$ cat src/design/pcsh_pkg.sv
// Shared types, command codes and configuration constants for the pc sampling histogram.
package pcsh_pkg;

  // Default store size and bucket granularity.
  localparam int BUCKETS_DEF = 4096;
  localparam int SHIFT_DEF   = 3;

  // Field widths fixed by the item and result formats.
  localparam int PC_W    = 64;
  localparam int CMD_W   = 3;
  localparam int IDX_W   = 12;
  localparam int CNT_W   = 32;
  localparam int INC_W   = 16;

  // Configuration port geometry: 64-bit registers at 8-byte spacing.
  localparam int APB_AW  = 6;
  localparam int APB_DW  = 64;

  // Command codes.
  localparam logic [CMD_W-1:0] CMD_TICK     = 3'd0;
  localparam logic [CMD_W-1:0] CMD_STARTCLR = 3'd1;
  localparam logic [CMD_W-1:0] CMD_START    = 3'd2;
  localparam logic [CMD_W-1:0] CMD_STOP     = 3'd3;
  localparam logic [CMD_W-1:0] CMD_READ     = 3'd4;

  // Register indexes.
  localparam logic [2:0] REG_RANGE_LOW  = 3'd0;
  localparam logic [2:0] REG_RANGE_HIGH = 3'd1;
  localparam logic [2:0] REG_CRIT_LOW   = 3'd2;
  localparam logic [2:0] REG_CRIT_HIGH  = 3'd3;
  localparam logic [2:0] REG_TICK_INC   = 3'd4;

  // Shared adder operations.
  typedef enum logic {
    ALU_ADD = 1'b0,
    ALU_SUB = 1'b1
  } pcsh_alu_op_t;

  // Input word.
  typedef struct packed {
    logic [CMD_W-1:0] cmd;
    logic [PC_W-1:0]  sample_pc;
    logic [PC_W-1:0]  saved_pc;
    logic [IDX_W-1:0] read_index;
  } pcsh_item_t;

  // Result word.
  typedef struct packed {
    logic [CNT_W-1:0] read_data;
    logic             read_valid;
  } pcsh_result_t;

  // Configuration registers as seen by the sequencer.
  typedef struct packed {
    logic [PC_W-1:0]  range_low;
    logic [PC_W-1:0]  range_high;
    logic [PC_W-1:0]  crit_low;
    logic [PC_W-1:0]  crit_high;
    logic [INC_W-1:0] tick_increment;
  } pcsh_cfg_t;

endpackage

$ cat src/design/pcsh_alu.sv
// Shared 64-bit adder/subtractor used for the tick compares and every counter update.
module pcsh_alu (
  input  pcsh_pkg::pcsh_alu_op_t       op,
  input  logic [pcsh_pkg::PC_W-1:0]    a,
  input  logic [pcsh_pkg::PC_W-1:0]    b,
  output logic [pcsh_pkg::PC_W-1:0]    res,
  output logic                         carry
);

  logic [pcsh_pkg::PC_W-1:0] b_eff;
  logic [pcsh_pkg::PC_W:0]   sum;

  // For a subtract the carry out is set when a >= b.
  always_comb begin
    b_eff = (op == pcsh_pkg::ALU_SUB) ? ~b : b;
    sum   = {1'b0, a} + {1'b0, b_eff} + (pcsh_pkg::PC_W + 1)'(op == pcsh_pkg::ALU_SUB);
    res   = sum[pcsh_pkg::PC_W-1:0];
    carry = sum[pcsh_pkg::PC_W];
  end

endmodule

$ cat config.mk
export PLATFORM = sky130hd
export DESIGN_NAME = pcsh_alu
export DESIGN_NICKNAME = d
export VERILOG_FILES = /design/src/design/pcsh_pkg.sv /design/src/design/pcsh_alu.sv
export SDC_FILE = /design/constraint.sdc
export NUM_CORES = 1
export LEC_CHECK = 0
export BUFFER_PORTS_ARGS = -buffer_cell sky130_fd_sc_hd__buf_4
export CAP_MARGIN = 5
export CORE_AREA = 2 2 103 105
export DETAILED_ROUTE_END_ITERATION = 12
export DIE_AREA = 0 0 105 107
export PLACE_DENSITY_LB_ADDON = 0.2
export SLEW_MARGIN = 20
export SYNTH_ARGS = -nofsm -noshare
export SYNTH_HDL_FRONTEND = slang
export SYNTH_SLANG_ARGS = --single-unit
export TNS_END_PERCENT = 50
$ cat constraint.sdc
create_clock -name vclk -period 4.9
set_clock_uncertainty 0.1 [all_clocks]
set_input_delay 0.98 -clock vclk [all_inputs]
set_output_delay 0.98 -clock vclk [all_outputs]
set_load 0.05 [all_outputs]
# Word-level counts from Yosys, hierarchy flattened
# Cells that the tools add are included.
[classes] addsub=2 n_mux=1 bitwise=1
[ops] operator="adder 64 x 64 -> 65 bit" count=1
[ops] operator="adder 65 x 1 -> 65 bit" count=1
[ops] operator="two-way mux 64 bit" count=1
[ops] operator="NOT 64 bit" count=1
[totals] reg_bits=0 inputBits=129 out_inout_bits=65 wordCells=4

# Longest topological paths before layout
[logic_depth] depth_word=4 depth_mapped=14 mapped_depth_nobuf=12

# Worst setup path after synthesis
# No wires, ideal clock.
[synth_timing] path_kind="input to output" from="in op" to="out res[44] (netlist bit)" t_arrival_ns=4.640 path_slack_ns=-0.820 path_stages=13 path_cell_list="buf_2 > buf_1 > xor2_1 > ha_1 > a21o_2 > o21bai_1 > a311o_1 > nand2_1 > nand3_1 > nand3_1 > nand2b_1 > a21o_1 > a311oi_1"
[synth_via] elab_chain_len=3
[synth_lines] item="start: declaration" line_no="pcsh_alu.sv:3" text="input pcsh_pkg::pcsh_alu_op_t op,"
[synth_lines] item="two-way mux 64 bit" line_no="pcsh_alu.sv:15" text="b_eff = (op == pcsh_pkg::ALU_SUB) ? ~b : b;"
[synth_lines] item="adder 64 x 64 -> 65 bit" line_no="pcsh_alu.sv:16" text="sum = {1'b0, a} + {1'b0, b_eff} + (pcsh_pkg::PC_W + 1)'(op == pcsh_pkg::ALU_SUB);"
[synth_lines] item="adder 65 x 1 -> 65 bit (*)" line_no="pcsh_alu.sv:16"
[synth_lines] item="end: declaration" line_no="pcsh_alu.sv:6" text="output logic [pcsh_pkg::PC_W-1:0] res,"
# Every way passes the cells marked *; elsewhere a longest branch is shown, timed or not.

# Worst setup path in the final report
[layout_timing] from="in op" to="out carry"
[layout_via] elab_chain_len=3
[layout_lines] item="two-way mux 64 bit" line_no="pcsh_alu.sv:15"
[layout_lines] item="adder 64 x 64 -> 65 bit" line_no="pcsh_alu.sv:16"
[layout_lines] item="adder 65 x 1 -> 65 bit (*)" line_no="pcsh_alu.sv:16"
[layout_lines] item="end: declaration" line_no="pcsh_alu.sv:7" text="output logic carry"
# Marks and branches as above.

==> metrics.sh <==
VIASPERCELL=5.71
SYNTH_AREA_UM2=4550
SEQ_AREA_FRAC_SYNTH=0
POWER.COMBINATIONAL.FRACTION=1.000
SYNTH-WARNING-COUNT=0
USE_MET3=0.0213
ROWS=37
FINAL_SETUP_MARGIN_PS=-178
HPWL_MM=15.3
LAYOUT_COMMONEST_CELL='sky130_fd_sc_hd__buf_4'
DIE_WIDTH_UM=105
INSERTEDDIODECOUNT=0
CHIPHEIGHT_UM=107
GLOBAL_ROUTE_WIRE_LENGTH_BEFORE_REPAIR_MM=29.1
POSTLAYOUTCOREUTIL=0.869
DETAILEDROUTE.FIRSTITERATIONVIOLATIONS=453
FRACTION_OF_MET1_TRACKS_USED_BY_GLOBAL_ROUTING=0.374
CRITICAL_PATH_ARRIVAL_PS=4000
CRIT_REQUIRED_PS=3820
UPPER_CLOCK_FREQUENCY_LIMIT_MHz=197
STATIC-LEAKAGE-POWER_uW=0.00430
RESULT_OF_THE_RUN='finished with violations'
POST_LAYOUT_NONFILLER_INSTANCES=1166
DESIGN.CORE.AREA_UM2=10100
SLEW_VIOLATIONS=0
STARTING_UTILIZATION_OF_THE_CORE_AREA=0.451
TIMING.MAX_CAP.VIOLATIONS=0
MAX_SLEW.WORST_PIN.SLEW_PS=489
VDD_IR_DROP_MAX_uV=290
PLACE.GP.CONGESTION=0.946
WORST-PATH-MAX-FANOUT=14
CELL_COUNT_AFTER_SYNTHESIS=636
FINISH.NET_COUNT=1231
WORST_PATH_MAX_DELAY_CELL='sky130_fd_sc_hd__nor3_1'
TIMING.CRITICAL_PATH.FROM_TYPE='input pin'
DP_CELLS=1142
ROUTE.FINAL.WIRE_LENGTH_MM=20.3
HOLD-PATH-CELL-COUNT=3
GR-TOTAL-OVERFLOW=0
CLOCK_TREE_BUFFER_COUNT_OF_THE_FINAL_LAYOUT=0
FIN_TNS_SETUP_PS=-1860
VIAS=6660
PATH_CELLS='buf_12 > buf_8 > xor2_1 > ha_1 > buf_4 > nand4_1 > nor3_1 > o2111ai_2 > nand3_2 > a311oi_4 > a211oi_4 > buf_6 > a311oi_4 > buf_6 > a21oi_4 > buf_6'
NFLOPSANDLATCHES=0
KIND_OF_CRITICAL_PATH='input pin to primary output'
RELATIVE_CONTRIBUTION_OF_SEQUENTIAL_CELLS_TO_TOTAL_POWER=0
TIMING.FINAL.CRIT_SHARE=1.04
TIMING.SLEW.HEADROOM=0.671
FINAL-SETUP-VIOL-COUNT=24
DRT_DRC_VIOLATIONS_LEFT=0
FIRST_GLOBAL_VIAS=6428
MOSTFREQUENTLAYOUTCELLS='374 x sky130_fd_sc_hd__buf_4, 77 x sky130_fd_sc_hd__xor2_1, 65 x sky130_fd_sc_hd__ha_1'
POWER.NET_SWITCHING_uW=1550
PERIOD_MINUS_SLACK_PS=5080
SYNTHTOLAYOUTAREAGROWTH_PCT=92.5
WORSTHOLDENDPOINT='res[0]'
PRE_CTS_SLACK_PS=-315
GROUTE.USAGE.OVERALL=0.307
SYNTH.DISTINCT_CELLS=71
WORST_HOLD_PATH_TYPE='input pin to primary output'
TIMING.CRITICAL_PATH.SLOWEST_CELL_DELAY_PS=460
TIMING.CRITICAL_PATH.MODE_CELL='sky130_fd_sc_hd__buf_6'
TIMING.HOLD.WORST.START='a[0]'
WL_PER_CELL_UM=17.4
SYNTHESIZED_NET_COUNT=835
ROUTE.ANTENNA.REMAINING_NETS=0
POST_SYNTH.CELL_AREA_AVG_UM2=7.16
PORTBUFFERS=194
MAXIMUM_NUMBER_OF_PINS_ON_ONE_NET_BEFORE_GLOBAL_ROUTE_REPAIR=15
AREA_TAKEN_BY_FLIP_FLOPS_AND_LATCHES_UM2=0
ROUTING_USAGE_ON_MET2=0.578
HOLD-WORST-SLACK_PS=2210
GLOBALROUTE.BUSIESTLAYER='met2'
HOLD_VIOL_FINAL=0
POWER.DENSITY_nW_PER_UM2=303
NUMBER_OF_ANTENNA_VIOLATIONS_AT_THE_FIRST_CHECK_IN_GLOBAL_ROUTING=0
P_INT_uW=1110
VIOLATIONS='negative setup slack'
GRT_SETUP_UNREPAIRED='true'
P_CLK_FRAC=0
POST_ROUTE_CELLS_DRIVE_ABOVE_1_SHARE=0.528
SWSHARE=0.584
DR.PASS1.ITERS=6
END_KIND='primary output'
DIE_AREA_UM2=11200
PIN_COUNT=194
==> cell families after synthesis <==
kind of cell	after synthesis	synth area share
AO/OA/AOI/OAI	228	0.335
XOR/XNOR	123	0.237
adder cells (fa/ha/maj)	70	0.194
buffers and inverters	44	0.0484
multiplexers	2	0.00440
AND/OR/NAND/NOR	169	0.182
==> cells in the mapped netlist (5+ instances only) <==
cell / instances / area [um^2]
sky130_fd_sc_hd__nand2b_1: 5 / 31.3
sky130_fd_sc_hd__nand3_1: 10 / 50.1
sky130_fd_sc_hd__a21oi_1: 82 / 410
sky130_fd_sc_hd__nor4_1: 5 / 31.3
sky130_fd_sc_hd__nand2_1: 61 / 229
sky130_fd_sc_hd__inv_1: 20 / 75.1
sky130_fd_sc_hd__o21ai_0: 34 / 170
sky130_fd_sc_hd__o21bai_1: 11 / 82.6
sky130_fd_sc_hd__clkbuf_1: 8 / 30.0
sky130_fd_sc_hd__xnor2_1: 37 / 324
sky130_fd_sc_hd__ha_1: 69 / 863
sky130_fd_sc_hd__o21a_1: 5 / 37.5
sky130_fd_sc_hd__a21boi_0: 5 / 37.5
sky130_fd_sc_hd__a21o_1: 32 / 240
sky130_fd_sc_hd__buf_1: 6 / 22.5
sky130_fd_sc_hd__a31oi_1: 7 / 43.8
sky130_fd_sc_hd__and2_1: 7 / 43.8
sky130_fd_sc_hd__nor2_1: 37 / 139
sky130_fd_sc_hd__nand4_1: 14 / 87.6
sky130_fd_sc_hd__nor3_1: 6 / 30.0
sky130_fd_sc_hd__xor2_1: 86 / 753
sky130_fd_sc_hd__o31ai_1: 5 / 37.5
==> worst max path at each step <==
stage | from | end | slack [ps] | cells past startpoint
after detailed placement | op | res[63] | -320 | 14
after floorplan | op | res[63] | -90 | 14
after CTS | op | res[63] | -130 | 15
after global placement | op | res[42] | -270 | 15
final | op | carry | -180 | 16
after global routing | op | res[42] | -290 | 16
==> cell type report <==
class                      instances  area, um^2
fill                             557        1330
inverter                          20        75.1
multi-input combinational        592        5180
tap                              136         170
timing repair buffer             418        3340
==> what timing repair did <==
item                                   CTS  global route
resized for setup                       67            85
gates cloned                             1             0
endpoints found under the hold margin    0             0
buffers inserted                         9            14
pin swaps                               29            32
hold buffers                             0             0
setup endpoints to repair               28            36
==> metrics by stage <==
stage	power [uW]	cell area (um^2)
after global placement	2320	7890
final	2660	8770
after CTS	2450	8250
after detailed placement	2350	7890
after floorplan	1500	4940
after global routing	2780	8770
==> worst max-delay path: cells and delay by family <==
| kind | cells | cell delay [ps] |
|---|---|---|
| AOI/OAI and AO/OA | 5 | 760 |
| xor gates and xnor gates | 1 | 190 |
| adders and majority gates | 1 | 320 |
| buffers and inverters | 6 | 900 |
| and+or+nand+nor | 3 | 830 |
==> power by group through the flow <==
stage	clock network, uW	registers, uW	logic (uW)
after floorplan	0	0	1500
after global placement	0	0	2320
after detailed placement	0	0	2350
after CTS	0	0	2450
after global routing	0	0	2780
final	0	0	2660
==> metal layers <==
layer	vias to the layer above	wire, um
met3	110	1270
met2	362	10300
met1	3073	7840
met4	0	917
met5	-	0
li1	3115	-
(Power assumes the default switching activity.)
