==> config.mk <==
export PLATFORM = sky130hd
export DESIGN_NAME = pcsh_cfg
export DESIGN_NICKNAME = d
export VERILOG_FILES = /design/src/design/pcsh_pkg.sv /design/src/design/pcsh_cfg.sv
export SDC_FILE = /design/constraint.sdc
export NUM_CORES = 1
export LEC_CHECK = 0
export BUFFER_PORTS_ARGS = -buffer_cell sky130_fd_sc_hd__buf_2
export CAP_MARGIN = 20
export CORE_ASPECT_RATIO = 0.8
export CORE_MARGIN = 4
export CORE_UTILIZATION = 40
export CTS_CLUSTER_SIZE = 40
export DETAILED_ROUTE_END_ITERATION = 10
export PLACE_DENSITY = 0.65
export SLEW_MARGIN = 10
export SYNTH_ARGS = -nofsm -noshare
export SYNTH_HDL_FRONTEND = slang
export SYNTH_SLANG_ARGS = --single-unit
==> constraint.sdc <==
create_clock -name clk -period 1.49 [get_ports clk]
set_clock_uncertainty 0.05 [all_clocks]
set_input_delay 0 -clock clk [delete_from_list [all_inputs] [get_ports clk]]
set_output_delay 0 -clock clk [all_outputs]
set_load 0.01 [all_outputs]
==> src/design/pcsh_pkg.sv <==
// Shared types, command codes and configuration constants for the pc sampling histogram.
package pcsh_pkg;

  // Default store size and bucket granularity.
  localparam int BUCKETS_DEF = 4096;
  localparam int SHIFT_DEF   = 3;

  // Field widths fixed by the item and result formats.
  localparam int PC_W    = 64;
  localparam int CMD_W   = 3;
  localparam int IDX_W   = 12;
  localparam int CNT_W   = 32;
  localparam int INC_W   = 16;

  // Configuration port geometry: 64-bit registers at 8-byte spacing.
  localparam int APB_AW  = 6;
  localparam int APB_DW  = 64;

  // Command codes.
  localparam logic [CMD_W-1:0] CMD_TICK     = 3'd0;
  localparam logic [CMD_W-1:0] CMD_STARTCLR = 3'd1;
  localparam logic [CMD_W-1:0] CMD_START    = 3'd2;
  localparam logic [CMD_W-1:0] CMD_STOP     = 3'd3;
  localparam logic [CMD_W-1:0] CMD_READ     = 3'd4;

  // Register indexes.
  localparam logic [2:0] REG_RANGE_LOW  = 3'd0;
  localparam logic [2:0] REG_RANGE_HIGH = 3'd1;
  localparam logic [2:0] REG_CRIT_LOW   = 3'd2;
  localparam logic [2:0] REG_CRIT_HIGH  = 3'd3;
  localparam logic [2:0] REG_TICK_INC   = 3'd4;

  // Shared adder operations.
  typedef enum logic {
    ALU_ADD = 1'b0,
    ALU_SUB = 1'b1
  } pcsh_alu_op_t;

  // Input word.
  typedef struct packed {
    logic [CMD_W-1:0] cmd;
    logic [PC_W-1:0]  sample_pc;
    logic [PC_W-1:0]  saved_pc;
    logic [IDX_W-1:0] read_index;
  } pcsh_item_t;

  // Result word.
  typedef struct packed {
    logic [CNT_W-1:0] read_data;
    logic             read_valid;
  } pcsh_result_t;

  // Configuration registers as seen by the sequencer.
  typedef struct packed {
    logic [PC_W-1:0]  range_low;
    logic [PC_W-1:0]  range_high;
    logic [PC_W-1:0]  crit_low;
    logic [PC_W-1:0]  crit_high;
    logic [INC_W-1:0] tick_increment;
  } pcsh_cfg_t;

endpackage

==> src/design/pcsh_cfg.sv <==
// Configuration register file behind the APB-style port.
module pcsh_cfg (
  input  logic                          clk,
  input  logic                          rst,
  input  logic                          psel,
  input  logic                          penable,
  input  logic                          pwrite,
  input  logic [pcsh_pkg::APB_AW-1:0]   paddr,
  input  logic [pcsh_pkg::APB_DW-1:0]   pwdata,
  output logic [pcsh_pkg::APB_DW-1:0]   prdata,
  output logic                          pready,
  output pcsh_pkg::pcsh_cfg_t           cfg
);

  logic       wr_en;
  logic [2:0] reg_idx;

  assign pready  = 1'b1;
  assign wr_en   = psel && penable && pwrite;
  assign reg_idx = paddr[pcsh_pkg::APB_AW-1:3];

  // Register writes in the access phase.
  always_ff @(posedge clk) begin
    if (rst) begin
      cfg.range_low      <= '0;
      cfg.range_high     <= '0;
      cfg.crit_low       <= '0;
      cfg.crit_high      <= '0;
      cfg.tick_increment <= pcsh_pkg::INC_W'(1);
    end else if (wr_en) begin
      unique case (reg_idx)
        pcsh_pkg::REG_RANGE_LOW:  cfg.range_low      <= pwdata;
        pcsh_pkg::REG_RANGE_HIGH: cfg.range_high     <= pwdata;
        pcsh_pkg::REG_CRIT_LOW:   cfg.crit_low       <= pwdata;
        pcsh_pkg::REG_CRIT_HIGH:  cfg.crit_high      <= pwdata;
        pcsh_pkg::REG_TICK_INC:   cfg.tick_increment <= pwdata[pcsh_pkg::INC_W-1:0];
        default: ;
      endcase
    end
  end

  // Read data mux; unused addresses read as zero.
  always_comb begin
    unique case (reg_idx)
      pcsh_pkg::REG_RANGE_LOW:  prdata = cfg.range_low;
      pcsh_pkg::REG_RANGE_HIGH: prdata = cfg.range_high;
      pcsh_pkg::REG_CRIT_LOW:   prdata = cfg.crit_low;
      pcsh_pkg::REG_CRIT_HIGH:  prdata = cfg.crit_high;
      pcsh_pkg::REG_TICK_INC:   prdata = pcsh_pkg::APB_DW'(cfg.tick_increment);
      default:                  prdata = '0;
    endcase
  end

endmodule

After elaboration in Yosys (flattened, before gate mapping):

Cells that the tools add are included.

* bits in registers: 272
* input port bits: 75
* output and inout bits: 337
* logic and storage cells: 18

* equality and inequality tests: 4
* muxes and demuxes: 1
* reductions and logical operators: 8

Operators with widths (count)
* 64-bit case mux with 5 select lines: 1
* 2-bit AND reduction: 5
* 3-bit by 2-bit equality test with 1-bit output, second input constant: 2
* 3-bit by 1-bit equality test with 1-bit output, second input constant: 1
* 3-bit equality test, second input constant: 1
* 3-bit zero test: 1
* 1-bit logical AND: 2

Longest topological paths before layout:

Gate-level depths: netlist of run 1.

* word-level depth: 3
* mapped depth: 6
* mapped depth without buffers: 3

Least setup slack after synthesis of run 1:

Ideal clock, no wire load.

* path kind: input-to-output
* start: input paddr[3] in the netlist's numbering
* end: output prdata[0] in the netlist's numbering
* data arrival time: 1.152 ns
* required time: 1.440 ns
* slack: 0.288 ns
* stages on the path: 6
* buffers on the path: 3
* path through: buf_2 > buf_4 > nor2b_1 > buf_4 > a22oi_1 > o22ai_1

* word-level cells in the longest chain between the ends: 2
* elaborated cells on any way between the ends: 6
* those cells by class: eq/ne: 4; mux: 1; reduce/logical: 1

Ends and longest elaborated chain
* start, declared: line pcsh_cfg.sv:8 `input logic [pcsh_pkg::APB_AW-1:0] paddr,`
* 3-bit equality test (tied with other cells): line pcsh_cfg.sv:44 `unique case (reg_idx)`
* 64-bit case mux with 5 select lines *: line pcsh_cfg.sv:44
* end, declared: line pcsh_cfg.sv:10 `output logic [pcsh_pkg::APB_DW-1:0] prdata,`

Mark *: on every way between the ends. The rest lies on a longest branch, timed or not.

Final worst setup path of run 1:

* start: register cfg[102] in the netlist's numbering
* end: output prdata[22] in the netlist's numbering

* word-level cells in the longest chain between the ends: 1

Ends and longest elaborated chain
* start, declared: line pcsh_cfg.sv:12 `output pcsh_pkg::pcsh_cfg_t cfg`
* 64-bit case mux with 5 select lines: line pcsh_cfg.sv:44

Every way passes these cells.

==> impl_summary.md, run 1 <==
Floorplan
The effective utilization at floorplan is 0.407. The floorplan has just under 60 rows. The total die area is 0.0351 mm². The floorplan step set the die height to ~170 µm. The core region is approximately 0.032 mm². Measured along the x axis, the die boundary spans approximately 210 µm. For this design the top-level I/O count stands at 412.

Placement
The worst slack at placement is approximately 58 ps. After legalization and detailed placement, the total HPWL measured between 20 and 30 mm. The number of input and output port buffers inserted is ~410. The number of placed instances, taps included, is approximately 1900. Routability-driven placement finished with a final weighted congestion of a little over 0.8.

Critical path
The biggest fanout along the worst timing path is 2. The capture instance of the worst register-to-register path is cfg[82]$_SDFFE_PP0P_. The required arrival time at the worst endpoint is 1440 ps. STA classifies the critical path startpoint as a flop. The worst endpoint data arrival time is approximately 1600 ps.

The largest individual stage delay along the critical path comes from the cell sky130_fd_sc_hd__mux4_2. The source of the worst register-to-register timing path is cfg[82]$_SDFFE_PP0P_. The setup slack of the worst register-to-register path is roughly 600 ps. STA classifies the critical path endpoint as an output pin. For this run, the slowest stage of the critical path takes about 470 ps. The worst register-to-register path has a depth of 4. The kind of critical path is flop to output pin. Walking the worst path, the cells encountered are mux4_2 -> nor2b_1 -> buf_2. The buffering stage count on the worst path with inverters included is 1. Grouping stages by cell kind, the critical path spends the most delay in multiplexers.

Clock tree
The sink count of the clock tree is about 270. In this run the clock root is driven by a sky130_fd_sc_hd__clkbuf_16. The clock-pin slew reported for the worst setup and hold paths after clock tree synthesis is approximately 60 ps. The clock passes through at most 3 buffers. The CTS buffer count is 28. The TritonCTS clock tree is done.

The clock latency reported for the late side of the worst-skew pair is 530 ps. The depth of the CTS H-tree is 1.

Routing
After detailed routing, the total wire length is around 42 mm. The met3 wire length is around 2.5 mm. The number of routed nets with antenna violations is 0.

The routed layout has about 11000 vias. The detailed router finished its first iteration with between 500 and 600 violations. For this run, design rule violations remaining after detail routing come to 0. The highest metal layer with signal wires is met4. The met2 wirelength from detailed routing is a little over 20 mm.

The routed wirelength normalized by instance count is around 19 µm. The via-per-instance ratio is 5.09. The length of routed wiring on met1 is between 15 and 20 mm. The number of search-and-repair iterations in the first detailed-routing pass is 5.

Timing
Setup repair after global routing could not meet its margin everywhere. The number of setup violations in the final report is 64. For this run, the top clock speed supported by timing is between 0.5 and 0.6 GHz. The number of hold-slack violations in the final timing report is 0. In the final timing run, aggregate negative setup slack is -8370 ps. Counting I/O delays and the setup requirement, the final critical path takes ~1700 ps. The number of max-slew violations in the final report was 0. In the finished design, the share of the clock period the worst path needs comes to 1.13. The smallest setup slack after layout is -191 ps.

Worst hold path
The class of the most critical hold timing path is primary input to flop. The cell count of the worst hold path is 5. The endpoint of the worst hold path is cfg[1]$_SDFFE_PP0P_.

In this run the most critical hold path is launched from penable.

Logic synthesis
Synthesis produced a netlist with a net count of roughly 1200. During synthesis, Yosys emitted a total of 0 warnings. Counting every instance in the synthesized netlist gives 1153.

The cell area after synthesis is ~0.013 mm². Synthesis inferred ~270 register bits. The compound-cell area share of the yosys netlist was 0.0262.

Of the synthesized area, sequential elements account for 0.424. The xor-xnor portion of the synthesized cell area is 0. The post-synthesis simple-gate area fraction is 0.194.

The portion of synthesized area spent on multiplexers is 0.310. The adder and majority gate portion of the synthesized area is 0. The largest family of logic cells by synthesized area is multiplexers. After synthesis, the netlist uses 27 different library cells. The mean cell area of the mapped netlist is around 11 µm².

Layout
The count of fill cells added during filler insertion is ~2700. From synthesis to final layout, the design area changed by 43.2%. At the end of the flow, the number of nets in the layout was 1794. The number of flip-flops in the largest register is between 200 and 300. Ranked by flip-flop count, first place goes to cfg.

The number of non-filler instances in the completed layout is about 2200. The largest registers in the layout are cfg x272. The fraction of final layout cells with drive strength greater than 1 is 0.518. The core occupancy in the finished layout is 0.583. The antenna diode instance count is 0.

Pwr
The worst-case IR drop observed on VDD is about 0.77 mV. Power spread over the standard cell area amounts to between 800 and 900 mW/mm². In this run the static leakage power is between 9 and 10 nW.

Run status
The run finished, with violations left. The checks that failed: negative setup slack.

GRT
Entering global routing, the biggest net connects 89 pins. The via count of the first global-routing pass is 11400. The all-layer global routing usage is 0.227. The initial antenna violation count was 0. The first global-routing pass estimated ~65 mm of wire.

The total overflow left after global routing is 0.

Flow run
Max-cap violations in this run came to 0.
-- power by group --
group	switching [W]	internal, W	total (W)
Sequential	0.0000426	0.00733	0.00737
Clock	0.00294	0.00456	0.00750
Combinational	0.000637	0.000640	0.00128
Total	0.00362	0.0125	0.0161
-- cell usage after synthesis --
cell type	n	share of area
sky130_fd_sc_hd__buf_4	13	0.0076
sky130_fd_sc_hd__buf_2	12	0.0047
sky130_fd_sc_hd__and4b_1	1	0.00078
sky130_fd_sc_hd__conb_1	1	0.00029
sky130_fd_sc_hd__inv_1	1	0.00029
sky130_fd_sc_hd__nand2_1	1	0.00029
sky130_fd_sc_hd__nor2_1	2	0.00058
sky130_fd_sc_hd__mux4_2	48	0.084
sky130_fd_sc_hd__nand2b_1	335	0.16
sky130_fd_sc_hd__a22oi_1	30	0.018
sky130_fd_sc_hd__and3b_1	1	0.00068
sky130_fd_sc_hd__and3_1	3	0.0015
sky130_fd_sc_hd__nand3_1	2	0.00078
sky130_fd_sc_hd__nor2b_1	50	0.024
sky130_fd_sc_hd__mux2_2	16	0.014
sky130_fd_sc_hd__a31oi_1	1	0.00049
sky130_fd_sc_hd__dfxtp_1	272	0.42
sky130_fd_sc_hd__and2_1	1	0.00049
sky130_fd_sc_hd__buf_1	4	0.0012
sky130_fd_sc_hd__nor2_2	1	0.00049
sky130_fd_sc_hd__buf_6	20	0.018
sky130_fd_sc_hd__mux2i_1	272	0.21
sky130_fd_sc_hd__nand3_2	1	0.00078
sky130_fd_sc_hd__a21oi_1	1	0.00039
sky130_fd_sc_hd__nand3b_1	1	0.00058
sky130_fd_sc_hd__o22ai_1	16	0.0078
sky130_fd_sc_hd__clkbuf_1	47	0.014
-- how the worst max path moves through the flow --
stage | depth (start not counted) | from | to
finish | 3 | cfg[102]$_SDFFE_PP0P_ | prdata[22]
detailed placement | 5 | paddr[5] | cfg[133]$_SDFFE_PP0P_
global placement | 5 | paddr[5] | cfg[135]$_SDFFE_PP0P_
floorplan | 6 | paddr[3] | prdata[0]
CTS | 3 | cfg[62]$_SDFFE_PP0P_ | prdata[46]
global route | 3 | cfg[38]$_SDFFE_PP0P_ | prdata[22]
-- stage by stage --
| step | area, µm² | hold slack [ps] | total power [W] |
|---|---|---|---|
| 6_report | 18400 | 132 | 0.0161 |
| 5_1_grt | 18400 | 122 | 0.0167 |
| 4_1_cts | 18200 | 103 | 0.0163 |
| 3_5_place_dp | 15400 | 251 | 0.00861 |
| 3_3_place_gp | 15400 | 239 | 0.00860 |
| 2_1_floorplan | 12800 | 111 | 0.00819 |
-- worst register-to-register path, stage by stage, from the launching register on --
cell and delay [ps]:
sky130_fd_sc_hd__dfxtp_2 330, sky130_fd_sc_hd__buf_4 130, sky130_fd_sc_hd__buf_4 130, sky130_fd_sc_hd__nand2b_1 60
sky130_fd_sc_hd__mux2i_1 70
-- kinds of logic after synthesis --
| kind of cell | count (synthesis) |
|---|---|
| simple gates | 399 |
| other cells | 1 |
| mux | 336 |
| buf+inv | 97 |
| flops | 272 |
| compound gates | 48 |
-- area by class of cell --
type / count / area (µm²) / area share
clock inverters: 12 / 169 / 0.00918
inverters: 1 / 3.75 / 0.000204
flip-flops and latches: 272 / 5700 / 0.310
multi-input cells: 784 / 7000 / 0.380
clock buffers: 40 / 827 / 0.0450
repair buffers: 632 / 4180 / 0.227
well taps: 420 / 526 / 0.0286
-- timing repair --
action,CTS,global route
hold buffers,65,0
endpoints found under the hold margin,272,0
setup buffers,109,10
pin swaps,4,3
setup endpoints to repair,64,64
resized for setup,193,49
-- layer usage --
layer  global-route usage  vias up
met1                0.295     5397
met3               0.0421       72
met2                0.392      417
met4               0.0602        0
met5                    0        -
li1                     -     5108
-- layout by cell type (no fill, tap or decap), types with 6 or more instances in the layout --
master / count
sky130_fd_sc_hd__a22oi_1: 15
sky130_fd_sc_hd__a22oi_2: 15
sky130_fd_sc_hd__buf_12: 19
sky130_fd_sc_hd__buf_2: 397
sky130_fd_sc_hd__buf_4: 144
sky130_fd_sc_hd__buf_6: 7
sky130_fd_sc_hd__clkbuf_16: 29
sky130_fd_sc_hd__clkbuf_8: 6
sky130_fd_sc_hd__dfxtp_1: 74
sky130_fd_sc_hd__dfxtp_2: 197
sky130_fd_sc_hd__dlygate4sd3_1: 65
sky130_fd_sc_hd__mux2_2: 8
sky130_fd_sc_hd__mux2_4: 8
sky130_fd_sc_hd__mux2i_1: 272
sky130_fd_sc_hd__mux4_2: 48
sky130_fd_sc_hd__nand2b_1: 335
sky130_fd_sc_hd__nor2b_1: 44
sky130_fd_sc_hd__nor2b_4: 6
sky130_fd_sc_hd__o22ai_1: 16
No activity file was read; power rests on OpenSTA's default activity.
==> inputs of run 2 (changes only) <==
--- a/config.mk
+++ b/config.mk
@@ -10,6 +10,7 @@
 export CORE_ASPECT_RATIO = 0.8
 export CORE_MARGIN = 4
 export CORE_UTILIZATION = 40
+export CTS_BUF_LIST = sky130_fd_sc_hd__clkbuf_4
 export CTS_CLUSTER_SIZE = 40
 export DETAILED_ROUTE_END_ITERATION = 10
 export PLACE_DENSITY = 0.65
==> run 2 against run 1 <==
Compared with the run above: core utilization rose by 0.94 points; clock power fell by 16%; routed wire length rose by 5.7%; the run still ends with negative setup slack left; highest routed layer unchanged; critical endpoint is now prdata[48]; worst setup slack got worse by 130 ps; sequential power barely moved; count of clock-buffer cells in the layout rose by 61; global-route usage rose by 0.88 points; power fell by 6.8%; flip-flop and latch count did not move; sequential share of layout area fell by 0.62 points; cell count rose by 5.1%.
==> impl_summary.md, run 2 (same netlist as run 1, synthesis figures left out) <==
Placement
The placer congestion estimate is between 0.8 and 0.9. The worst slack at placement is between 50 and 60 ps. The placed wire-length estimate is around 27 mm. The number of input and output port buffers inserted is roughly 400.

The post-placement cell area is roughly 0.015 mm².

Routing
Dividing the detail-routed wire length by the instance count gives roughly 19 µm. For this block, the initial DRC count from the detailed router was roughly 630. The number of search-and-repair iterations in the first detailed-routing pass is 5. The total wire length after detailed routing is between 40 and 50 mm.

The number of routed nets with antenna violations is 0. The vias after detailed routing is 11500. After detailed routing, the number of remaining DRC violations is 0.

The via-per-instance ratio is roughly 5.

Layout
The final-stage net count is roughly 1900. The register with the most flip-flops is cfg. The number of flip-flops in the largest register is around 270. The area growth from synthesis to final layout is 45.5%.

The top cell types in the final layout, fill and taps aside, are sky130_fd_sc_hd__buf_2 (397), sky130_fd_sc_hd__nand2b_1 (335), sky130_fd_sc_hd__mux2i_1 (272), sky130_fd_sc_hd__dfxtp_2 (177), sky130_fd_sc_hd__buf_4 (167). The final design area excluding fillers is about 0.019 mm². The leading cell type in the layout, fill and taps excluded is sky130_fd_sc_hd__buf_2. The largest registers in the layout are cfg x272. The count of fill cells added during filler insertion is 2672. In the final layout, the share of cells above drive strength 1 is 0.527.

Critical path
Traced cell by cell, the critical path runs through mux4_2 -> nor2b_1 -> buf_2. Together, buffers and inverters on the worst path number 1. The slowest cell on the critical path is sky130_fd_sc_hd__mux4_2.

The critical path is of the flop to output pin type. STA classifies the critical path startpoint as a flop. On the worst path, the slowest cell contributes a delay of between 400 and 500 ps.

The cell type group with the largest total delay on the critical path is multiplexers. The biggest fanout along the worst timing path is 2. The worst endpoint data arrival time is 1760 ps. At the worst endpoint, the required time is about 1400 ps. The type of element capturing the critical path is an output pin.

Pwr
The fraction of power spent switching nets is 0.249. The relative contribution of combinational cells to total power is 0.090. Of the total power, the clock network draws 0.420. The switching power total is about 0.0037 W. The worst IR drop on VDD is roughly 0.67 mV. The internal power contribution is 0.0113 W. The leakage power summed over all cells is between 9 and 10 nW.

The share of total power dissipated in sequential elements is 0.490. Dividing total power by cell area gives a power density of 805 mW/mm².

Clock tree
The depth of the CTS H-tree is 3. The clock net in this run drives a total of 272 sinks. The later pin in the worst-skew pair is clocked with a latency of around 640 ps. TritonCTS created 71 clock buffers.

The tree is rooted in a sky130_fd_sc_hd__clkbuf_4. The clock tree buffer depth is 3. The clock-pin slew reported for the worst setup and hold paths after clock tree synthesis is approximately 70 ps. The TritonCTS clock tree is done.

Timing
For the pin with the worst max-slew slack, the measured transition is 862 ps. The number of hold-slack violations in the final timing report is 0. For the finished layout, the period the worst path requires is around 1800 ps. Timing would allow up to 0.553 GHz.

The number of setup violations in the final report is 64. Setup repair after global routing could not meet its margin everywhere. Setup slack on the critical path of the routed design comes to -319 ps. The headroom to the max-slew limit is 0.425. For the final routed database, the setup TNS stands at -16640 ps. The final cycle utilization of the critical path is 1.21. The number of max-slew violations in the final report is 0.

GRT
The via count of the first global-routing pass is approximately 12000. The initial antenna violation count is 1. For this run the aggregate overflow at the end of global routing stands at 0.

In the global route stage, overall resource usage came out at 0.236. Entering global routing, the biggest net connects 70 pins. The first-pass GRT wire length is between 60 and 70 mm.

Floorplan
Pin placement for this block handled around 410 I/O pins. The core box area is 0.0316 mm². The floorplan has 58 rows. The width of the die is between 200 and 250 µm.

The total die area is between 0.03 and 0.04 mm². The floorplan step set the die height to 168 µm. The initial utilization of the core area, before any placement, comes to 0.407.

Flow run
Max-cap violations in this run came to 0.

Worst hold path
The min-delay analysis places its worst path in the category primary input to flop.

Run status
The checks that failed: negative setup slack. The run finished, with violations left.
-- run 2: timing repair --
action | CTS | global route
resized for setup | 181 | 53
cloned | 0 | 5
endpoints found under the hold margin | 272 | 0
hold buffers | 80 | 0
pin swaps | 4 | 4
buffers inserted | 99 | 45
setup endpoints to repair | 64 | 167
-- run 2: metal layers --
metal,part of all wire,vias up,routed length (µm),global-route usage
met5,0,-,0,0
met4,0.025,0,1090,0.0891
met3,0.064,83,2810,0.0594
met2,0.48,440,21200,0.393
met1,0.43,5620,19200,0.297
li1,-,5316,-,-
-- run 2: through the flow --
step           power (W)  instances   util  hold slack [ps]
3_5_place_dp     0.00861       1925  0.488              251
6_report          0.0150       2272  0.592             76.3
2_1_floorplan    0.00819       1153      -              111
5_1_grt           0.0157       2272  0.592             46.4
4_1_cts           0.0152       2222  0.574             2.98
3_3_place_gp     0.00860       1925  0.488              239
-- run 2: tightest hold or removal path, cell delays in order --
cell                        delay (ps)
sky130_fd_sc_hd__buf_4             200
sky130_fd_sc_hd__nand3b_1          250
sky130_fd_sc_hd__clkbuf_16         210
sky130_fd_sc_hd__mux2i_1            70
-- run 2: path summary, 6_finish.rpt --
kind | from | to | slack [ps] | cells after the start
max | cfg[64]$_SDFFE_PP0P_ | prdata[48] | -320 | 3
min | paddr[4] | cfg[135]$_SDFFE_PP0P_ | 80 | 4
max reg2reg | cfg[107]$_SDFFE_PP0P_ | cfg[107]$_SDFFE_PP0P_ | 210 | 4
min reg2reg | cfg[224]$_SDFFE_PP0P_ | cfg[224]$_SDFFE_PP0P_ | 430 | 2
-- run 2: layout make-up --
cell class                 instances  area (µm²)  area share
timing repair buffer             676        4640       0.248
inverter                           1        3.75    0.000201
sequential                       272        5670       0.303
multi-input combinational        784        7000       0.374
clock inverter                    17        98.8     0.00529
antenna                            1        2.50    0.000134
tap                              420         526      0.0281
clock buffer                     101         758      0.0406
-- run 2: power groups by stage --
stage	registers, W	logic (W)	clock network [W]
2_1_floorplan	0.00755	0.000639	0
3_3_place_gp	0.00753	0.00106	0
3_5_place_dp	0.00753	0.00108	0
4_1_cts	0.00737	0.00130	0.00650
5_1_grt	0.00737	0.00144	0.00692
6_report	0.00737	0.00135	0.00633
==> inputs of run 3 (changes only) <==
--- a/config.mk
+++ b/config.mk
@@ -13,7 +13,7 @@
 export CTS_BUF_LIST = sky130_fd_sc_hd__clkbuf_4
 export CTS_CLUSTER_SIZE = 40
 export DETAILED_ROUTE_END_ITERATION = 10
-export PLACE_DENSITY = 0.65
+export PLACE_DENSITY = 0.73
 export SLEW_MARGIN = 10
 export SYNTH_ARGS = -nofsm -noshare
 export SYNTH_HDL_FRONTEND = slang
==> run 3 against run 2 <==
Compared with the run above: the flow still finishes with violations (negative setup slack); via count is 3.8% higher; flip-flop and latch count unchanged; first-iteration DRC count grew 33%; sequential power about the same; highest routed layer unchanged; routed wire length is 4.4% higher; register-to-register slack worse by 140 ps; cell count increased by 1.1%; clock power down 0.6%; power grew 0.22%; count of clock-buffer cells in the layout shrank 6; largest cell class unchanged.
==> impl_summary.md, run 3 (same netlist as run 1, synthesis figures left out) <==
Run status
The flow ran to the end, but the final reports show violations. The checks that failed: negative setup slack.

Critical path
For flop-to-flop paths, the worst setup slack is roughly 70 ps. The worst setup path is launched from a flop. The source of the worst register-to-register timing path is cfg[228]$_SDFFE_PP0P_.

The setup path with the least slack is of type flop to output pin. Tracing the worst setup path back leads to its startpoint at cfg[78]$_SDFFE_PP0P_. Traced cell by cell, the critical path runs through mux4_2 -> nor2b_1 -> buf_2. The type of element capturing the critical path is an output pin. The slowest cell on the critical path is sky130_fd_sc_hd__mux4_2. The worst endpoint data arrival time is about 1800 ps. The capture instance of the worst register-to-register path is cfg[228]$_SDFFE_PP0P_. On the worst path, the slowest cell contributes a delay of 480 ps. The biggest fanout along the worst timing path is 2. For the worst setup path, the data required time is approximately 1400 ps. The worst-case reg-to-reg path depth is 5. The end of the critical path is prdata[62].

Timing
Setup repair after global routing could not meet its margin everywhere. The smallest setup slack after layout is -356 ps. The final cycle utilization of the critical path is 1.24. The final setup TNS is -17820 ps.

Timing would allow up to between 0.5 and 0.6 GHz. The final critical delay including setup and external delays is between 1500 and 2000 ps. Setup violations remaining at the end of the flow were counted as around 70.

The slew of the pin with the lowest slew margin is roughly 820 ps. In this run the tightest slew margin relative to its limit is 0.454. The number of max-slew violations in the final report is 0.

The number of hold-slack violations in the final timing report is 0. The worst hold margin is ~33 ps.

Routing
The number of DRC markers in iteration 0 is between 800 and 900. Summing over every cut layer, the via total after detailed routing is 11900. The final routed DRC violation total is 0. The number of routed nets with antenna violations is 0. For this run, the detailed router's first-pass iteration total came to 5. After detailed routing, the number of vias per cell comes to just over 5.

The routed wirelength normalized by instance count is 20.1 µm. Wires add up to 46.2 mm.

Pwr
IR analysis of the VDD net gives a maximum drop of roughly 0.61 mV. The total power after layout is approximately 0.015 W. The power density normalized to cell area is slightly below 800 mW/mm².

Summed over all cells, the static leakage comes to 9.79 nW.

Clock tree
At the later pin of the worst-skew pair, clock insertion delay measures approximately 640 ps. The clock tree buffer depth is 3. Clock tree synthesis selected as its root buffer the cell sky130_fd_sc_hd__clkbuf_4. After clock tree synthesis, the clock-pin slew on the worst setup and hold paths is 60 ps. The depth of the CTS H-tree is 3. Counting every sink on the clock net gives around 270. The CTS buffer count is 73.

TritonCTS built the clock tree.

Layout
The fraction of final layout cells with drive strength greater than 1 is 0.518. The finished layout holds 2297 standard cells, fillers aside. The net count of the finished layout is 1915. From synthesis to final layout, the design area changed by 48.7%. The number of flip-flops in the largest register is between 200 and 300.

In the final layout, the registers with the most flip-flops are cfg x272. The library cell used most frequently in the layout, excluding fill and tap cells, is sky130_fd_sc_hd__buf_2. In the layout the commonest cells are sky130_fd_sc_hd__buf_2 (388), sky130_fd_sc_hd__nand2b_1 (335), sky130_fd_sc_hd__mux2i_1 (272), sky130_fd_sc_hd__dfxtp_2 (188), sky130_fd_sc_hd__buf_4 (156). The register with the most flip-flops is cfg. The count of fill cells added during filler insertion is approximately 2500.

Floorplan
The effective utilization at floorplan is 0.407. After floorplanning, the core was divided into 58 placement rows. In this run the count of I/O pins placed on the die edge is roughly 400. The total die area is about 0.035 mm².

The region available for standard cell placement spans approximately 0.032 mm². The die span in y is about 170 µm. The width of the die is roughly 210 µm.

Placement
Counting tap cells, the placed design contains a total of ~1900 instances. At the end of routability-driven placement, the weighted congestion stood at approximately 0.84. Prior to clock tree synthesis, the placed netlist has a worst setup slack of around 14 ps. Detailed placement ended at an HPWL of 26.6 mm. Buffers placed on the I/O ports in this run total slightly above 400.

Flow run
The max-capacitance violation count is 0.

GRT
In the global route stage, overall resource usage came out at 0.243. The initial antenna violation count is 1. Entering global routing, the biggest net connects just over 80 pins. The first global-routing pass estimated approximately 69 mm of wire.

The via count of the first global-routing pass is around 12000. After global routing the overflow that remains totals 0.

Worst hold path
The startpoint identified for the worst hold timing path is rst. The class of the most critical hold timing path is primary input to flop.
-- run 3: what timing repair did --
action,CTS,global route
buffers inserted,112,20
pin swaps,20,7
setup endpoints to repair,64,78
endpoints found under the hold margin,272,38
hold buffers,129,7
gates resized for setup,192,72
-- run 3: worst max-delay path: cells and delay by family, from the launching register on --
family	cells	cell delay [ps]
multiplexers	1	480
flip-flops	1	320
buffers and inverters	1	190
AND/OR/NAND/NOR	1	160
-- run 3: through the flow --
stage | utilization | instance area [µm²]
after floorplan | - | 12800
after global placement | 0.487 | 15400
after detailed placement | 0.487 | 15400
after CTS | 0.593 | 18700
after global routing | 0.605 | 19100
final | 0.605 | 19100
-- run 3: worst min-delay path by stage --
stage,endpoint,slack [ps],depth (start not counted)
2_1_floorplan,cfg[0]$_SDFFE_PP1P_,110,2
6_report,cfg[164]$_SDFFE_PP0P_,30,4
3_5_place_dp,cfg[0]$_SDFFE_PP1P_,230,3
3_3_place_gp,cfg[0]$_SDFFE_PP1P_,220,3
5_1_grt,cfg[211]$_SDFFE_PP0P_,10,5
4_1_cts,cfg[270]$_SDFFE_PP0P_,-50,5
-- run 3: final cells by class --
cell class                      instances  area (µm²)  share of cell area
Clock inverter                         15         111             0.00583
Timing Repair Buffer                  708        4980               0.261
Antenna cell                            2        5.00            0.000262
Sequential cell                       272        5680               0.298
Clock buffer                           95         713              0.0374
Inverter                                1        3.75            0.000197
Multi-Input combinational cell        784        7070               0.370
Tap cell                              420         526              0.0275
-- run 3: layer usage --
| metal | vias up | global-route usage | share of wire |
|---|---|---|---|
| met2 | 571 | 0.417 | 0.50 |
| li1 | 5377 | - | - |
| met3 | 137 | 0.0583 | 0.067 |
| met1 | 5808 | 0.292 | 0.40 |
| met5 | - | 0 | 0 |
| met4 | 0 | 0.106 | 0.036 |
-- run 3: power by group --
group / total, W / switching (W) / internal (W)
Clock: 0.00629 / 0.00302 / 0.00328
Combinational: 0.00142 / 0.000697 / 0.000719
Sequential: 0.00737 / 0.0000435 / 0.00733
